File: src/rtl/core/ows_pkg.sv
// Shared constants, types and the CRC step for the scratchpad decoder.
package ows_pkg;

  localparam int FRAME_BYTES = 9;

  // Byte positions inside the scratchpad frame.
  localparam int POS_TEMP_LSB = 0;
  localparam int POS_TEMP_MSB = 1;
  localparam int POS_CONFIG   = 4;
  localparam int POS_REMAIN   = 6;
  localparam int POS_PER_DEG  = 7;

  localparam logic [7:0] CRC_POLY = 8'h8C;

  // Sensor family codes.
  localparam logic [7:0] FAM_HIGH_A = 8'h28;
  localparam logic [7:0] FAM_HIGH_B = 8'h22;
  localparam logic [7:0] FAM_LOW    = 8'h10;

  // Resolution codes of the high-resolution family.
  localparam logic [7:0] RES_12BIT = 8'h7F;
  localparam logic [7:0] RES_11BIT = 8'h5F;
  localparam logic [7:0] RES_10BIT = 8'h3F;
  localparam logic [7:0] RES_9BIT  = 8'h1F;

  // Configuration register indexes.
  localparam int          CFG_IDX_W  = 8;
  localparam int          CFG_DATA_W = 8;
  localparam logic [7:0]  REG_FAMILY = 8'd0;
  localparam logic [7:0]  REG_ROUND  = 8'd1;
  localparam logic [7:0]  FAMILY_RESET = 8'd40;

  localparam int                 TENTHS_MAX     = 20480;
  localparam logic signed [15:0] ABSENT_TENTHS  = -16'sd1270;
  localparam logic signed [15:0] POWERON_TENTHS = 16'sd850;

  // Divider datapath sizes.
  localparam int NUM_W = 29;
  localparam int MAG_W = 28;
  localparam int DEN_W = 10;
  localparam int CNT_W = 5;

  typedef enum logic [1:0] {
    CONV_HIGH,
    CONV_LOW,
    CONV_KEEP
  } conv_e;

  typedef struct packed {
    conv_e       conv;
    logic [15:0] raw;
    logic [7:0]  remain;
    logic [7:0]  per_deg;
    logic        crc_ok;
    logic        reinit;
  } job_t;

  typedef enum logic [2:0] {
    BK_IDLE,
    BK_MUL,
    BK_SUM,
    BK_SCALE,
    BK_DIV,
    BK_ROUND,
    BK_OUT
  } back_state_e;

  // One byte through the reflected CRC-8, LSB first.
  function automatic logic [7:0] crc8_update(input logic [7:0] crc, input logic [7:0] b);
    logic [7:0] c;
    logic       mix;
    c = crc;
    for (int i = 0; i < 8; i++) begin
      mix = c[0] ^ b[i];
      c   = {1'b0, c[7:1]};
      if (mix) begin
        c = c ^ CRC_POLY;
      end
    end
    return c;
  endfunction

endpackage

File: src/rtl/core/ows_if.sv
// Channel interfaces: scratchpad bytes in, decoded results out, register writes.
interface ows_byte_if;
  logic       valid;
  logic       ready;
  logic [7:0] data_byte;
  logic       frame_start;
  modport source (output valid, output data_byte, output frame_start, input ready);
  modport sink   (input valid, input data_byte, input frame_start, output ready);
endinterface

interface ows_res_if;
  logic               valid;
  logic               ready;
  logic signed [15:0] temperature_tenths;
  logic               present;
  logic               changed;
  logic               crc_ok;
  logic               bridge_reinit;
  modport source (output valid, output temperature_tenths, output present, output changed,
                  output crc_ok, output bridge_reinit, input ready);
  modport sink   (input valid, input temperature_tenths, input present, input changed,
                  input crc_ok, input bridge_reinit, output ready);
endinterface

interface ows_cfg_if;
  logic       valid;
  logic       ready;
  logic [7:0] index;
  logic [7:0] data;
  modport source (output valid, output index, output data, input ready);
  modport sink   (input valid, input index, input data, output ready);
endinterface

File: src/rtl/core/ows_front.sv
// Front end: frame tracking, CRC check, byte capture and conversion classification.
module ows_front (
  input  logic          clk_i,
  input  logic          rst_ni,
  ows_byte_if.sink      byte_i,
  input  logic [7:0]    family_code_i,
  output logic          job_valid_o,
  output ows_pkg::job_t job_o,
  input  logic          job_ready_i
);

  logic [3:0] pos_q, pos_d;
  logic [7:0] crc_q, crc_d;
  logic       az_q, az_d;
  logic [7:0] bytes_q [ows_pkg::FRAME_BYTES-1];

  logic       accept;
  logic [3:0] pos_eff;
  logic [7:0] crc_eff;
  logic       az_eff;
  logic       wr_en;
  logic [7:0] b;
  logic [7:0] cfg_b;
  logic [15:0] raw;

  assign byte_i.ready = job_ready_i;
  assign accept       = byte_i.valid && byte_i.ready;
  assign b            = byte_i.data_byte;

  // A frame start restarts the frame at this very beat.
  assign pos_eff = byte_i.frame_start ? 4'd0 : pos_q;
  assign crc_eff = byte_i.frame_start ? 8'd0 : crc_q;
  assign az_eff  = byte_i.frame_start ? 1'b1 : az_q;

  always_comb begin
    pos_d       = pos_q;
    crc_d       = crc_q;
    az_d        = az_q;
    wr_en       = 1'b0;
    job_valid_o = 1'b0;
    if (accept) begin
      pos_d = pos_eff;
      crc_d = crc_eff;
      az_d  = az_eff;
      if (pos_eff < 4'(ows_pkg::FRAME_BYTES - 1)) begin
        wr_en = 1'b1;
        crc_d = ows_pkg::crc8_update(crc_eff, b);
        pos_d = pos_eff + 4'd1;
        az_d  = az_eff && (b == 8'd0);
      end else if (pos_eff == 4'(ows_pkg::FRAME_BYTES - 1)) begin
        job_valid_o = 1'b1;
        pos_d       = 4'(ows_pkg::FRAME_BYTES);
      end
    end
  end

  always_ff @(posedge clk_i or negedge rst_ni) begin
    if (!rst_ni) begin
      pos_q <= 4'd0;
      crc_q <= 8'd0;
      az_q  <= 1'b1;
    end else begin
      pos_q <= pos_d;
      crc_q <= crc_d;
      az_q  <= az_d;
    end
  end

  always_ff @(posedge clk_i) begin
    if (wr_en) begin
      bytes_q[pos_eff[2:0]] <= b;
    end
  end

  assign cfg_b = bytes_q[ows_pkg::POS_CONFIG];
  assign raw   = {bytes_q[ows_pkg::POS_TEMP_MSB], bytes_q[ows_pkg::POS_TEMP_LSB]};

  always_comb begin
    job_o.raw     = raw;
    job_o.remain  = bytes_q[ows_pkg::POS_REMAIN];
    job_o.per_deg = bytes_q[ows_pkg::POS_PER_DEG];
    job_o.crc_ok  = (b == crc_eff) && (bytes_q[ows_pkg::POS_TEMP_LSB] != 8'd0) && (b != 8'd0);
    job_o.reinit  = az_eff && (b == 8'd0);
    job_o.conv    = ows_pkg::CONV_KEEP;
    if (family_code_i == ows_pkg::FAM_HIGH_A || family_code_i == ows_pkg::FAM_HIGH_B) begin
      job_o.conv = ows_pkg::CONV_HIGH;
      case (cfg_b)
        ows_pkg::RES_12BIT: job_o.raw = raw;
        ows_pkg::RES_11BIT: job_o.raw = raw & 16'hFFFE;
        ows_pkg::RES_10BIT: job_o.raw = raw & 16'hFFFC;
        ows_pkg::RES_9BIT:  job_o.raw = raw & 16'hFFF8;
        default:            job_o.conv = ows_pkg::CONV_KEEP;
      endcase
    end else if (family_code_i == ows_pkg::FAM_LOW) begin
      job_o.conv = ows_pkg::CONV_LOW;
    end
  end

  a_pos_bounded: assert property (@(posedge clk_i) disable iff (!rst_ni)
    pos_q <= 4'(ows_pkg::FRAME_BYTES))
    else $error("frame position ran past the end of the frame");

endmodule

File: src/rtl/core/ows_queue.sv
// Two-entry queue of classified frames between the front and the back end.
module ows_queue (
  input  logic          clk_i,
  input  logic          rst_ni,
  input  logic          push_i,
  input  ows_pkg::job_t push_data_i,
  output logic          full_o,
  output logic          pop_valid_o,
  output ows_pkg::job_t pop_data_o,
  input  logic          pop_ready_i
);

  ows_pkg::job_t mem_q [2];
  logic          wr_ptr_q, rd_ptr_q;
  logic [1:0]    count_q, count_d;
  logic          pop;

  assign full_o      = (count_q == 2'd2);
  assign pop_valid_o = (count_q != 2'd0);
  assign pop_data_o  = mem_q[rd_ptr_q];
  assign pop         = pop_valid_o && pop_ready_i;

  always_comb begin
    count_d = count_q;
    if (push_i && !pop) begin
      count_d = count_q + 2'd1;
    end else if (pop && !push_i) begin
      count_d = count_q - 2'd1;
    end
  end

  always_ff @(posedge clk_i or negedge rst_ni) begin
    if (!rst_ni) begin
      wr_ptr_q <= 1'b0;
      rd_ptr_q <= 1'b0;
      count_q  <= 2'd0;
    end else begin
      count_q <= count_d;
      if (push_i) begin
        wr_ptr_q <= !wr_ptr_q;
      end
      if (pop) begin
        rd_ptr_q <= !rd_ptr_q;
      end
    end
  end

  always_ff @(posedge clk_i) begin
    if (push_i) begin
      mem_q[wr_ptr_q] <= push_data_i;
    end
  end

  a_no_push_full: assert property (@(posedge clk_i) disable iff (!rst_ni)
    push_i |-> !full_o)
    else $error("frame pushed into a full queue");

  a_count_bound: assert property (@(posedge clk_i) disable iff (!rst_ni)
    count_q <= 2'd2)
    else $error("queue count out of range");

endmodule

File: src/rtl/core/ows_back.sv
// Back end: conversion to tenths with a shared bit-serial divider, presence and change tracking.
module ows_back (
  input  logic          clk_i,
  input  logic          rst_ni,
  input  logic          job_valid_i,
  input  ows_pkg::job_t job_i,
  output logic          job_ready_o,
  input  logic          round_half_i,
  ows_res_if.source     res_o
);

  localparam int NUM_W = ows_pkg::NUM_W;
  localparam int MAG_W = ows_pkg::MAG_W;
  localparam int DEN_W = ows_pkg::DEN_W;
  localparam int CNT_W = ows_pkg::CNT_W;
  localparam int TW    = MAG_W + 7;
  localparam logic signed [TW-1:0] T_MAX = TW'(ows_pkg::TENTHS_MAX);
  localparam logic signed [TW-1:0] T_MIN = -TW'(ows_pkg::TENTHS_MAX);

  ows_pkg::back_state_e state_q, state_d;

  ows_pkg::job_t            job_q;
  logic signed [NUM_W-1:0]  num_q;
  logic signed [11:0]       off_q;
  logic [DEN_W-1:0]         den_q;
  logic                     neg_q;
  logic [MAG_W-1:0]         quo_q;
  logic [DEN_W-1:0]         rem_q;
  logic [CNT_W-1:0]         cnt_q;

  logic signed [15:0]       cur_q;
  logic signed [15:0]       last_q;
  logic signed [15:0]       out_temp_q;
  logic                     out_present_q, out_changed_q, out_crc_q, out_reinit_q;

  // Control decoded from the state.
  logic pop, div_done, do_round;

  // Datapath nets.
  logic signed [15:0]      half;
  logic signed [17:0]      h4m1;
  logic signed [26:0]      prod;
  logic signed [11:0]      off_d;
  logic signed [NUM_W-1:0] scaled;
  logic [DEN_W:0]          trial;
  logic                    ge;
  logic [TW-1:0]           base;
  logic signed [TW-1:0]    t_signed;
  logic signed [TW-1:0]    t_full;
  logic signed [15:0]      t_sat;
  logic [16:0]             r100, den25, den74;
  logic                    pres_new;

  // Next state.
  always_comb begin
    state_d = state_q;
    case (state_q)
      ows_pkg::BK_IDLE:  if (job_valid_i) begin
        state_d = job_i.crc_ok ? ows_pkg::BK_MUL : ows_pkg::BK_ROUND;
      end
      ows_pkg::BK_MUL:   state_d = ows_pkg::BK_SUM;
      ows_pkg::BK_SUM:   state_d = ows_pkg::BK_SCALE;
      ows_pkg::BK_SCALE: state_d = ows_pkg::BK_DIV;
      ows_pkg::BK_DIV:   if (div_done) begin
        state_d = ows_pkg::BK_ROUND;
      end
      ows_pkg::BK_ROUND: state_d = ows_pkg::BK_OUT;
      ows_pkg::BK_OUT:   if (res_o.ready) begin
        state_d = ows_pkg::BK_IDLE;
      end
      default:           state_d = ows_pkg::BK_IDLE;
    endcase
  end

  // State outputs.
  always_comb begin
    job_ready_o = 1'b0;
    res_o.valid = 1'b0;
    do_round    = 1'b0;
    case (state_q)
      ows_pkg::BK_IDLE:  job_ready_o = 1'b1;
      ows_pkg::BK_ROUND: do_round    = 1'b1;
      ows_pkg::BK_OUT:   res_o.valid = 1'b1;
      default:           job_ready_o = 1'b0;
    endcase
  end

  assign pop      = job_ready_o && job_valid_i;
  assign div_done = (cnt_q == CNT_W'(MAG_W - 1));

  always_ff @(posedge clk_i or negedge rst_ni) begin
    if (!rst_ni) begin
      state_q       <= ows_pkg::BK_IDLE;
      cur_q         <= ows_pkg::ABSENT_TENTHS;
      last_q        <= ows_pkg::ABSENT_TENTHS;
      out_present_q <= 1'b0;
    end else begin
      state_q <= state_d;
      if (do_round) begin
        if (job_q.crc_ok) begin
          cur_q         <= t_sat;
          out_present_q <= pres_new;
          if (pres_new && (last_q != t_sat)) begin
            last_q <= t_sat;
          end
        end else begin
          out_present_q <= 1'b0;
        end
      end
    end
  end

  // Low-resolution family: floor(raw/2) - 1/4 + (per_deg - remain) / per_deg.
  assign half  = $signed(job_q.raw) >>> 1;
  assign h4m1  = ($signed(18'(half)) <<< 2) - 18'sd1;
  assign prod  = h4m1 * $signed({1'b0, job_q.per_deg});
  assign off_d = ($signed({4'b0, job_q.per_deg}) - $signed({4'b0, job_q.remain})) <<< 2;

  // Truncation scales by ten before the division; half rounding divides the value itself.
  assign scaled = round_half_i ? num_q : (num_q <<< 3) + (num_q <<< 1);

  assign trial = {rem_q, quo_q[MAG_W-1]};
  assign ge    = (trial >= {1'b0, den_q});

  always_ff @(posedge clk_i) begin
    case (state_q)
      ows_pkg::BK_IDLE: begin
        if (pop) begin
          job_q <= job_i;
        end
      end
      ows_pkg::BK_MUL: begin
        case (job_q.conv)
          ows_pkg::CONV_HIGH: begin
            num_q <= NUM_W'($signed(job_q.raw));
            den_q <= DEN_W'(16);
            off_q <= 12'sd0;
          end
          ows_pkg::CONV_LOW: begin
            if (job_q.per_deg == 8'd0) begin
              num_q <= NUM_W'(h4m1);
              den_q <= DEN_W'(4);
              off_q <= 12'sd0;
            end else begin
              num_q <= NUM_W'(prod);
              den_q <= {job_q.per_deg, 2'b00};
              off_q <= off_d;
            end
          end
          default: begin
            num_q <= NUM_W'(cur_q);
            den_q <= DEN_W'(10);
            off_q <= 12'sd0;
          end
        endcase
      end
      ows_pkg::BK_SUM: num_q <= num_q + NUM_W'(off_q);
      ows_pkg::BK_SCALE: begin
        neg_q <= scaled[NUM_W-1];
        quo_q <= scaled[NUM_W-1] ? MAG_W'(-scaled) : MAG_W'(scaled);
        rem_q <= '0;
        cnt_q <= '0;
      end
      ows_pkg::BK_DIV: begin
        quo_q <= {quo_q[MAG_W-2:0], ge};
        rem_q <= ge ? DEN_W'(trial - {1'b0, den_q}) : trial[DEN_W-1:0];
        cnt_q <= cnt_q + CNT_W'(1);
      end
      ows_pkg::BK_ROUND: begin
        out_temp_q    <= job_q.crc_ok ? t_sat : cur_q;
        out_changed_q <= job_q.crc_ok && pres_new && (last_q != t_sat);
        out_crc_q     <= job_q.crc_ok;
        out_reinit_q  <= job_q.reinit;
      end
      default: num_q <= num_q;
    endcase
  end

  // Quotient and remainder come as magnitudes; the sign is put back here.
  assign r100  = 17'(rem_q) * 17'd100;
  assign den25 = 17'(den_q) * 17'd25;
  assign den74 = 17'(den_q) * 17'd74;

  always_comb begin
    base     = round_half_i ? (TW'(quo_q) << 3) + (TW'(quo_q) << 1) : TW'(quo_q);
    t_signed = neg_q ? -$signed(base) : $signed(base);
    t_full   = t_signed;
    // A negative value has a remainder of zero or below and takes no adjustment.
    if (round_half_i && !neg_q) begin
      if (r100 >= den25 && r100 <= den74) begin
        t_full = t_signed + TW'(5);
      end else if ({rem_q, 1'b0} > {1'b0, den_q}) begin
        t_full = t_signed + TW'(10);
      end
    end
    if (t_full > T_MAX) begin
      t_sat = 16'(T_MAX);
    end else if (t_full < T_MIN) begin
      t_sat = 16'(T_MIN);
    end else begin
      t_sat = t_full[15:0];
    end
  end

  assign pres_new = (t_sat != ows_pkg::ABSENT_TENTHS) && (t_sat != ows_pkg::POWERON_TENTHS);

  assign res_o.temperature_tenths = out_temp_q;
  assign res_o.present            = out_present_q;
  assign res_o.changed            = out_changed_q;
  assign res_o.crc_ok             = out_crc_q;
  assign res_o.bridge_reinit      = out_reinit_q;

  a_temp_range: assert property (@(posedge clk_i) disable iff (!rst_ni)
    cur_q <= 16'sd20480 && cur_q >= -16'sd20480)
    else $error("current temperature outside the saturation range");

  a_rem_below_den: assert property (@(posedge clk_i) disable iff (!rst_ni)
    (state_q == ows_pkg::BK_ROUND && job_q.crc_ok) |-> rem_q < den_q)
    else $error("divider remainder not below divisor");

  a_changed_present: assert property (@(posedge clk_i) disable iff (!rst_ni)
    (state_q == ows_pkg::BK_OUT && out_changed_q) |-> (out_present_q && out_crc_q))
    else $error("change flagged on a reading that is not present");

endmodule

File: src/rtl/core/onewire_temp_scratchpad_decoder.sv
// Top level of the one-wire temperature scratchpad decoder.
//
// Usage:
//   byte_i carries the scratchpad one byte per beat; frame_start marks byte 0.
//   A frame of nine bytes is checked with CRC-8 (reflected 0x8C) over bytes
//   0..7 against byte 8. After the ninth byte one result beat appears on res_o
//   with the temperature in tenths of a degree and the status flags.
//   cfg_i writes the family code (index 0) and the rounding mode (index 1);
//   it is always ready and should be written only while no frame is pending.
// Timing:
//   Bytes are taken at one per cycle while the queue is not full. A good
//   frame passes the back end through multiply, sum, scale, the bit-serial
//   divider and rounding before res_o.valid rises; a bad CRC skips to rounding.
//   The back end takes no new frame until its result beat has been taken.
// Reset and stalls:
//   Reset restarts frame tracking, sets the temperature to -127.0 degrees and
//   clears presence. When res_o stalls, the result holds, up to two finished
//   frames wait in the queue, and byte_i.ready drops only when that is full.
module onewire_temp_scratchpad_decoder (
  input  logic      clk_i,
  input  logic      rst_ni,
  ows_byte_if.sink  byte_i,
  ows_res_if.source res_o,
  ows_cfg_if.sink   cfg_i
);

  logic [7:0]    family_q;
  logic          round_q;
  logic          job_push;
  ows_pkg::job_t job_in;
  logic          queue_full;
  logic          job_valid;
  ows_pkg::job_t job_out;
  logic          job_ready;

  assign cfg_i.ready = 1'b1;

  always_ff @(posedge clk_i or negedge rst_ni) begin
    if (!rst_ni) begin
      family_q <= ows_pkg::FAMILY_RESET;
      round_q  <= 1'b0;
    end else if (cfg_i.valid) begin
      case (cfg_i.index)
        ows_pkg::REG_FAMILY: family_q <= cfg_i.data;
        ows_pkg::REG_ROUND:  round_q  <= cfg_i.data[0];
        default:             round_q  <= round_q;
      endcase
    end
  end

  ows_front u_front (
    .clk_i         (clk_i),
    .rst_ni        (rst_ni),
    .byte_i        (byte_i),
    .family_code_i (family_q),
    .job_valid_o   (job_push),
    .job_o         (job_in),
    .job_ready_i   (!queue_full)
  );

  ows_queue u_queue (
    .clk_i       (clk_i),
    .rst_ni      (rst_ni),
    .push_i      (job_push),
    .push_data_i (job_in),
    .full_o      (queue_full),
    .pop_valid_o (job_valid),
    .pop_data_o  (job_out),
    .pop_ready_i (job_ready)
  );

  ows_back u_back (
    .clk_i        (clk_i),
    .rst_ni       (rst_ni),
    .job_valid_i  (job_valid),
    .job_i        (job_out),
    .job_ready_o  (job_ready),
    .round_half_i (round_q),
    .res_o        (res_o)
  );

endmodule

File: src/flat_wrapper.sv
// flat-port wrapper written by rule: the top's interface ports become plain ports
module onewire_temp_scratchpad_decoder_flat 
  (clk_i, rst_ni, byte_i_valid, byte_i_data_byte, byte_i_frame_start, byte_i_ready, res_o_valid, res_o_temperature_tenths, res_o_present, res_o_changed, res_o_crc_ok, res_o_bridge_reinit, res_o_ready, cfg_i_valid, cfg_i_index, cfg_i_data, cfg_i_ready);
  ows_byte_if byte_i_i ();
  ows_res_if res_o_i ();
  ows_cfg_if cfg_i_i ();
  input  logic clk_i;
  input  logic rst_ni;
  input wire logic [$bits(byte_i_i.valid)-1:0] byte_i_valid;
  input wire logic [$bits(byte_i_i.data_byte)-1:0] byte_i_data_byte;
  input wire logic [$bits(byte_i_i.frame_start)-1:0] byte_i_frame_start;
  output wire logic [$bits(byte_i_i.ready)-1:0] byte_i_ready;
  output wire logic [$bits(res_o_i.valid)-1:0] res_o_valid;
  output wire logic [$bits(res_o_i.temperature_tenths)-1:0] res_o_temperature_tenths;
  output wire logic [$bits(res_o_i.present)-1:0] res_o_present;
  output wire logic [$bits(res_o_i.changed)-1:0] res_o_changed;
  output wire logic [$bits(res_o_i.crc_ok)-1:0] res_o_crc_ok;
  output wire logic [$bits(res_o_i.bridge_reinit)-1:0] res_o_bridge_reinit;
  input wire logic [$bits(res_o_i.ready)-1:0] res_o_ready;
  input wire logic [$bits(cfg_i_i.valid)-1:0] cfg_i_valid;
  input wire logic [$bits(cfg_i_i.index)-1:0] cfg_i_index;
  input wire logic [$bits(cfg_i_i.data)-1:0] cfg_i_data;
  output wire logic [$bits(cfg_i_i.ready)-1:0] cfg_i_ready;
  assign byte_i_i.valid = byte_i_valid;
  assign byte_i_i.data_byte = byte_i_data_byte;
  assign byte_i_i.frame_start = byte_i_frame_start;
  assign byte_i_ready = byte_i_i.ready;
  assign res_o_valid = res_o_i.valid;
  assign res_o_temperature_tenths = res_o_i.temperature_tenths;
  assign res_o_present = res_o_i.present;
  assign res_o_changed = res_o_i.changed;
  assign res_o_crc_ok = res_o_i.crc_ok;
  assign res_o_bridge_reinit = res_o_i.bridge_reinit;
  assign res_o_i.ready = res_o_ready;
  assign cfg_i_i.valid = cfg_i_valid;
  assign cfg_i_i.index = cfg_i_index;
  assign cfg_i_i.data = cfg_i_data;
  assign cfg_i_ready = cfg_i_i.ready;
  onewire_temp_scratchpad_decoder u_core (.clk_i(clk_i), .rst_ni(rst_ni), .byte_i(byte_i_i), .res_o(res_o_i), .cfg_i(cfg_i_i));
endmodule
File: config.mk
export PLATFORM = sky130hd
export DESIGN_NAME = onewire_temp_scratchpad_decoder_flat
export DESIGN_NICKNAME = d
export VERILOG_FILES = /design/src/rtl/core/ows_pkg.sv /design/src/rtl/core/ows_if.sv /design/src/rtl/core/ows_front.sv /design/src/rtl/core/ows_queue.sv /design/src/rtl/core/ows_back.sv /design/src/rtl/core/onewire_temp_scratchpad_decoder.sv /design/src/flat_wrapper.sv
export SDC_FILE = /design/constraint.sdc
export NUM_CORES = 1
export LEC_CHECK = 0
export ABC_AREA = 0
export BUFFER_PORTS_ARGS = -buffer_cell sky130_fd_sc_hd__buf_2
export CAP_MARGIN = 0
export CORE_ASPECT_RATIO = 0.7
export CORE_MARGIN = 10
export CORE_UTILIZATION = 36
export CTS_CLUSTER_DIAMETER = 150
export DETAILED_ROUTE_END_ITERATION = 12
export GPL_TIMING_DRIVEN = 0
export PLACE_DENSITY = 0.5
export SKIP_CTS_REPAIR_TIMING = 1
export SLEW_MARGIN = 20
export SYNTH_ARGS = -nofsm -noshare
export SYNTH_HDL_FRONTEND = slang
export SYNTH_HIERARCHICAL = 1
export SYNTH_SLANG_ARGS = --single-unit
File: constraint.sdc
create_clock -name clk_i -period 9.2 [get_ports clk_i]
set_input_delay 1.38 -clock clk_i [delete_from_list [all_inputs] [get_ports clk_i]]
set_output_delay 1.38 -clock clk_i [all_outputs]
set_load 0.005 [all_outputs]
==> results of run 1 <==
-- stage by stage --
stage	TNS, ps	hold slack (ps)	std cells	util (%)	cell area [um2]
after floorplan	0	400.3	3160	-	30310
after global placement	-25470	400.9	4336	38.56	31970
after detailed placement	-25410	405.2	4345	38.79	32160
after CTS	-27490	422.8	4417	40.25	33370
after global routing	-125.2	452.0	4439	40.69	33740
final	0	422.0	4440	40.70	33740
-- flip-flops by register name (all words and copies together) (netlist names), 10 cells and up --
signal / cells
u_core/u_queue/mem_q: 72
u_core/u_front/bytes_q: 40
u_core/u_back/num_q: 29
u_core/u_back/quo_q: 28
u_core/u_back/job_q: 21
u_core/u_back/cur_q: 16
u_core/u_back/last_q: 16
u_core/u_back/res_o.temperature_tenths: 16
u_core/u_back/half: 15
u_core/u_back/rem_q: 10
-- metal layers --
layer / vias to the layer above / track usage (%)
met1: 11210 / 26.86
met5: - / 0
met4: 0 / 2.824
met2: 441 / 24.12
li1: 11480 / -
met3: 68 / 2.466
-- worst max-delay path: cells and delay by family, from the launching register on --
family          cells  cell delay (ps)
compound gates     12             2700
xor+xnor            2              200
flops               1              430
fa+ha+maj           5             1710
mux                 3              810
simple gates        7             1670
buf+inv             7             1160
-- area by class of cell --
cell class,count,area [um2],area share (%)
Antenna cell,1,2.502,0.007416
Buffer,119,625.6,1.854
Clock buffer,46,1012,3.000
Clock inverter,26,202.7,0.6007
Inverter,327,1227,3.638
Multi-Input combinational cell,2393,19360,57.38
Sequential cell,320,9325,27.64
Tap cell,1125,1408,4.172
Timing Repair Buffer,83,578.1,1.713
-- synthesized netlist by cell type, types with 8 or more instances --
master / instances / share of area (%)
xnor2_1: 161 / 4.7
buf_6: 9 / 0.33
nand3_1: 61 / 1.0
dfrtp_1: 41 / 3.4
nor4_1: 28 / 0.58
nand2_1: 259 / 3.2
ha_1: 280 / 12
o21bai_1: 24 / 0.59
nor3_1: 64 / 1.1
nand3b_1: 12 / 0.30
a211oi_1: 26 / 0.64
o21a_1: 15 / 0.37
nor2_1: 225 / 2.8
mux2i_1: 36 / 1.2
xor2_1: 82 / 2.4
edfxtp_1: 258 / 26
dfstp_2: 21 / 1.8
or4_1: 12 / 0.30
o21ai_1: 9 / 0.15
a21oi_1: 176 / 2.9
o2111ai_1: 8 / 0.23
a21boi_0: 12 / 0.30
buf_2: 19 / 0.31
a31oi_1: 24 / 0.50
o21ai_0: 137 / 2.3
or2_2: 16 / 0.33
nand2b_1: 41 / 0.85
inv_1: 325 / 4.0
a22oi_1: 11 / 0.27
clkbuf_1: 74 / 0.92
o211ai_1: 22 / 0.54
a21o_1: 51 / 1.3
fa_1: 132 / 8.7
or3_1: 17 / 0.35
nor2b_1: 39 / 0.81
and3_1: 23 / 0.47
nand4_1: 29 / 0.60
mux2_4: 39 / 1.9
nor3b_1: 9 / 0.22
and2_1: 52 / 1.1
o31ai_1: 19 / 0.47
a221oi_1: 9 / 0.26
buf_4: 9 / 0.22
mux2_2: 56 / 2.1
-- logic make-up after synthesis --
group / Yosys count / synth area share [%]
simple gates: 933 / 15.33
compound gates: 660 / 14.57
buf+inv: 447 / 6.110
fa+ha+maj: 412 / 20.28
flops: 320 / 30.77
xor+xnor: 250 / 7.501
mux: 137 / 5.425
other cells: 1 / 0.01237
-- worst min-delay path by stage --
stage                                            start                                 to  slack [ps]
after global routing      u_core/u_front/bytes_q[1][4]        u_core/u_queue/mem_q[0][30]         450
final                           u_core/u_back/job_q[0]  u_core/u_back/res_o.bridge_reinit         420
after detailed placement        u_core/u_back/job_q[0]  u_core/u_back/res_o.bridge_reinit         410
after global placement          u_core/u_back/job_q[0]  u_core/u_back/res_o.bridge_reinit         400
after floorplan                 u_core/u_back/job_q[0]  u_core/u_back/res_o.bridge_reinit         400
after CTS                       u_core/u_back/job_q[0]  u_core/u_back/res_o.bridge_reinit         420
==> results.yml, run 1 <==
die:
  rows: 88
  die_w_um: 366.8
  io_pins: 53
  dieArea_um2: 96380
  die_y_um: 262.8
  initial_core_util_pct: 36.55
  core-area_um2: 82910
detailed_routing:
  antenna_left: 0
  highest_layer: "met4"
  routed_wl_um: 83900
  firstDrtPassIters: 6
  wl_met1_um: 44910
  wire_per_inst_um: 18.90
  met3_length_um: 4032
  drc: 0
  wl_met2_um: 33660
  via_per_inst: 5.226
  dr_total_vias: 23200
  detail_route.iter0.violations: 1846
logic_synthesis:
  synth-edff-count: 258
  synthCells: 3160
  ys_seq_elements: 320
  syn_avg_cell_area_um2: 9.591
  yosys_warnings: 6
  ys_seq_area_share_pct: 30.77
  synth.distinct_cells: 110
  synth_fp_nets: 3602
  synth_area_um2: 30310
  synth-async-reset-ratio_pct: 19.38
  synth_ff_type: "edfxtp_1"
critical_path:
  crit_start: "u_core/u_back/den_q[4]"
  critPathCapture: "u_core/u_back/last_q[10]"
  crit_path_start_kind: "flop"
  r2r-start: "u_core/u_back/den_q[4]"
  critPathSlowestCell: "a221oi_2"
  arrival_ps: 9280
  r2r_end: "u_core/u_back/last_q[10]"
  worstPathRequired_ps: 9660
  worst-path-max-fanout: 10
  rrSetupSlack_ps: 380
  crit_path_max_incr_delay_ps: 520
  r2r_cells: 36
  critPathCaptureType: "flop"
  path_class: "flop to flop"
sta:
  hold_viol: 0
  min_period_ps: 8818
  worst_slew_pin_slew_ps: 1017
  fin_ws_ps: 381.8
  slew_viol_final: 0
  final.period_utilization_pct: 95.85
  fmax_ghz: 0.1134
  relSlewSlack_pct: 32.22
  clock_skew_ps: 41.61
  setup-violations-final: 0
grt:
  grt_antenna_before_repair: 2
  globalRouteOverflowTotal: 0
  grt_max_degree: 34
  grt_pass1_wl_um: 132400
  grtUsageTotal_pct: 16.98
  grt_pass1_vias: 22470
finish:
  final_cell_mix: "inv_1, ha_1, nand2_1"
  nNetsFinal: 3725
  nFillCells: 8308
  layout-drive-gt1-share_pct: 11.95
  syn_to_final_growth_pct: 11.34
  final_common_cell: "inv_1"
cts:
  clock_latency_ps: 580
  cts_max_path_buffers: 3
  clk_pin_slew_ps: 60
  cts_tree: "yes"
  clock-root-buffer: "clkbuf_16"
  cts_buffers: 39
  h-tree-depth: 2
  cts.sinks: 320
place:
  gp_congestion: 0.8577
  numPortBuffers: 51
  place_ws_ps: -1133
  hpwl_um: 67030
run_status:
  status: "completed"
worst_hold_path:
  hold_path.class: "flop to flop"
  worstHoldPathCells: 0
run:
  maxCapViolations: 0
Power of run 1 is not shown: default switching activity piles up to over one toggle a cycle in this logic, so the estimate is an artifact.
==> inputs of run 2 (changes only) <==
Settings changed: CTS_BUF_LIST from default to sky130_fd_sc_hd__clkbuf_16.
==> run 2 against run 1 <==
  * Highest routed layer unchanged
  * Worst setup slack worse by 10 ps
  * Critical path depth did not move
  * Non-clock buffer count did not move
  * Critical endpoint unchanged
==> results.yml, run 2 (synthesis gave the netlist of run 1 again) <==
run_status:
  status: "completed"
critical_path:
  crit_path_max_incr_delay_ps: 530
  worstPathRequired_ps: 9660
  rrSetupSlack_ps: 370
  critPathCaptureType: "flop"
  arrival_ps: 9290
  worst-path-max-fanout: 10
  path_class: "flop to flop"
  crit_path_start_kind: "flop"
  critPathSlowestCell: "a221oi_2"
die:
  rows: 88
  core-area_um2: 82910
  initial_core_util_pct: 36.55
  die_y_um: 262.8
  die_w_um: 366.8
  io_pins: 53
  dieArea_um2: 96380
cts:
  clk_pin_slew_ps: 60
  h-tree-depth: 2
  cts_tree: "yes"
  clock_latency_ps: 580
  cts_max_path_buffers: 3
  cts.sinks: 320
  cts_buffers: 39
  clock-root-buffer: "clkbuf_16"
grt:
  grtUsageTotal_pct: 16.98
  grt_pass1_wl_um: 132500
  globalRouteOverflowTotal: 0
  grt_max_degree: 34
  grt_antenna_before_repair: 2
  grt_pass1_vias: 22470
detailed_routing:
  drc: 0
  firstDrtPassIters: 6
  wire_per_inst_um: 18.90
  via_per_inst: 5.229
  dr_total_vias: 23220
  antenna_left: 0
  detail_route.iter0.violations: 1811
  routed_wl_um: 83940
finish:
  largest_register_ffs: 72
  largest_register: "u_core/u_queue/mem_q"
  final_cell_mix: "inv_1, ha_1, nand2_1"
  final_common_cell: "inv_1"
  fin_cells: 4441
  nNetsFinal: 3725
  syn_to_final_growth_pct: 11.31
  layout-drive-gt1-share_pct: 11.92
  nFillCells: 8306
sta:
  hold_ws_ps: 422.0
  tns_ps: 0
  slew_viol_final: 0
  min_period_ps: 8828
  setup-violations-final: 0
  relSlewSlack_pct: 31.79
  clock_skew_ps: 42.33
  worst_slew_pin_slew_ps: 1023
  final.period_utilization_pct: 95.96
  fmax_ghz: 0.1133
  hold_viol: 0
place:
  dp.cells: 4345
  numPortBuffers: 51
  hpwl_um: 67030
  gp_congestion: 0.8577
run:
  maxCapViolations: 0
worst_hold_path:
  hold_path.class: "flop to flop"
==> run 2: final cells by class <==
cell class | instances | area, um2 | share of cell area (%)
Tap cell | 1125 | 1408 | 4.173
Clock inverter | 33 | 229.0 | 0.6787
Clock buffer | 39 | 975.9 | 2.893
Buffer | 119 | 625.6 | 1.854
Multi-Input combinational cell | 2393 | 19360 | 57.39
Timing Repair Buffer | 83 | 578.1 | 1.714
Antenna cell | 2 | 5.005 | 0.01484
Inverter | 327 | 1227 | 3.638
Sequential cell | 320 | 9325 | 27.64
==> run 2: path summary, 6_finish.rpt <==
kind                                                endpoint              startpoint  cells past startpoint
setup / recovery                    u_core/u_back/last_q[10]  u_core/u_back/den_q[4]                     36
hold / removal             u_core/u_back/res_o.bridge_reinit  u_core/u_back/job_q[0]                      0
hold reg to reg            u_core/u_back/res_o.bridge_reinit  u_core/u_back/job_q[0]                      0
max in group asynchronous            u_core/u_back/last_q[1]                  rst_ni                      2
setup reg to reg                    u_core/u_back/last_q[10]  u_core/u_back/den_q[4]                     36
min in group asynchronous            u_core/u_front/crc_q[0]                  rst_ni                      1
==> run 2: stage by stage <==
| stage | instance area (um2) | worst slack [ps] | util (%) |
|---|---|---|---|
| after floorplan | 30310 | 1080 | - |
| after global placement | 31970 | -1145 | 38.56 |
| after detailed placement | 32160 | -1133 | 38.79 |
| after CTS | 33360 | -1172 | 40.24 |
| after global routing | 33730 | -34.67 | 40.68 |
| final | 33730 | 371.9 | 40.69 |
==> run 2: critical path, delay by kind of cell (launching register included) <==
family / cells / cell delay [ps]
compound gates: 12 / 2710
flops: 1 / 430
simple gates: 7 / 1670
fa+ha+maj: 5 / 1710
buf+inv: 7 / 1150
mux: 3 / 810
xor+xnor: 2 / 200
==> run 2: metal layers <==
layer  wire (um)  up-vias  share of wire (%)  global-route usage (%)
li1            -    11490                  -                       -
met1       45090    11230                 54                   26.87
met2       33680      431                 40                   24.12
met3        3889       66                4.6                   2.466
met4        1281        0                1.5                   2.824
met5           0        -                  0                       0
Power of run 2 is left out for the same reason.
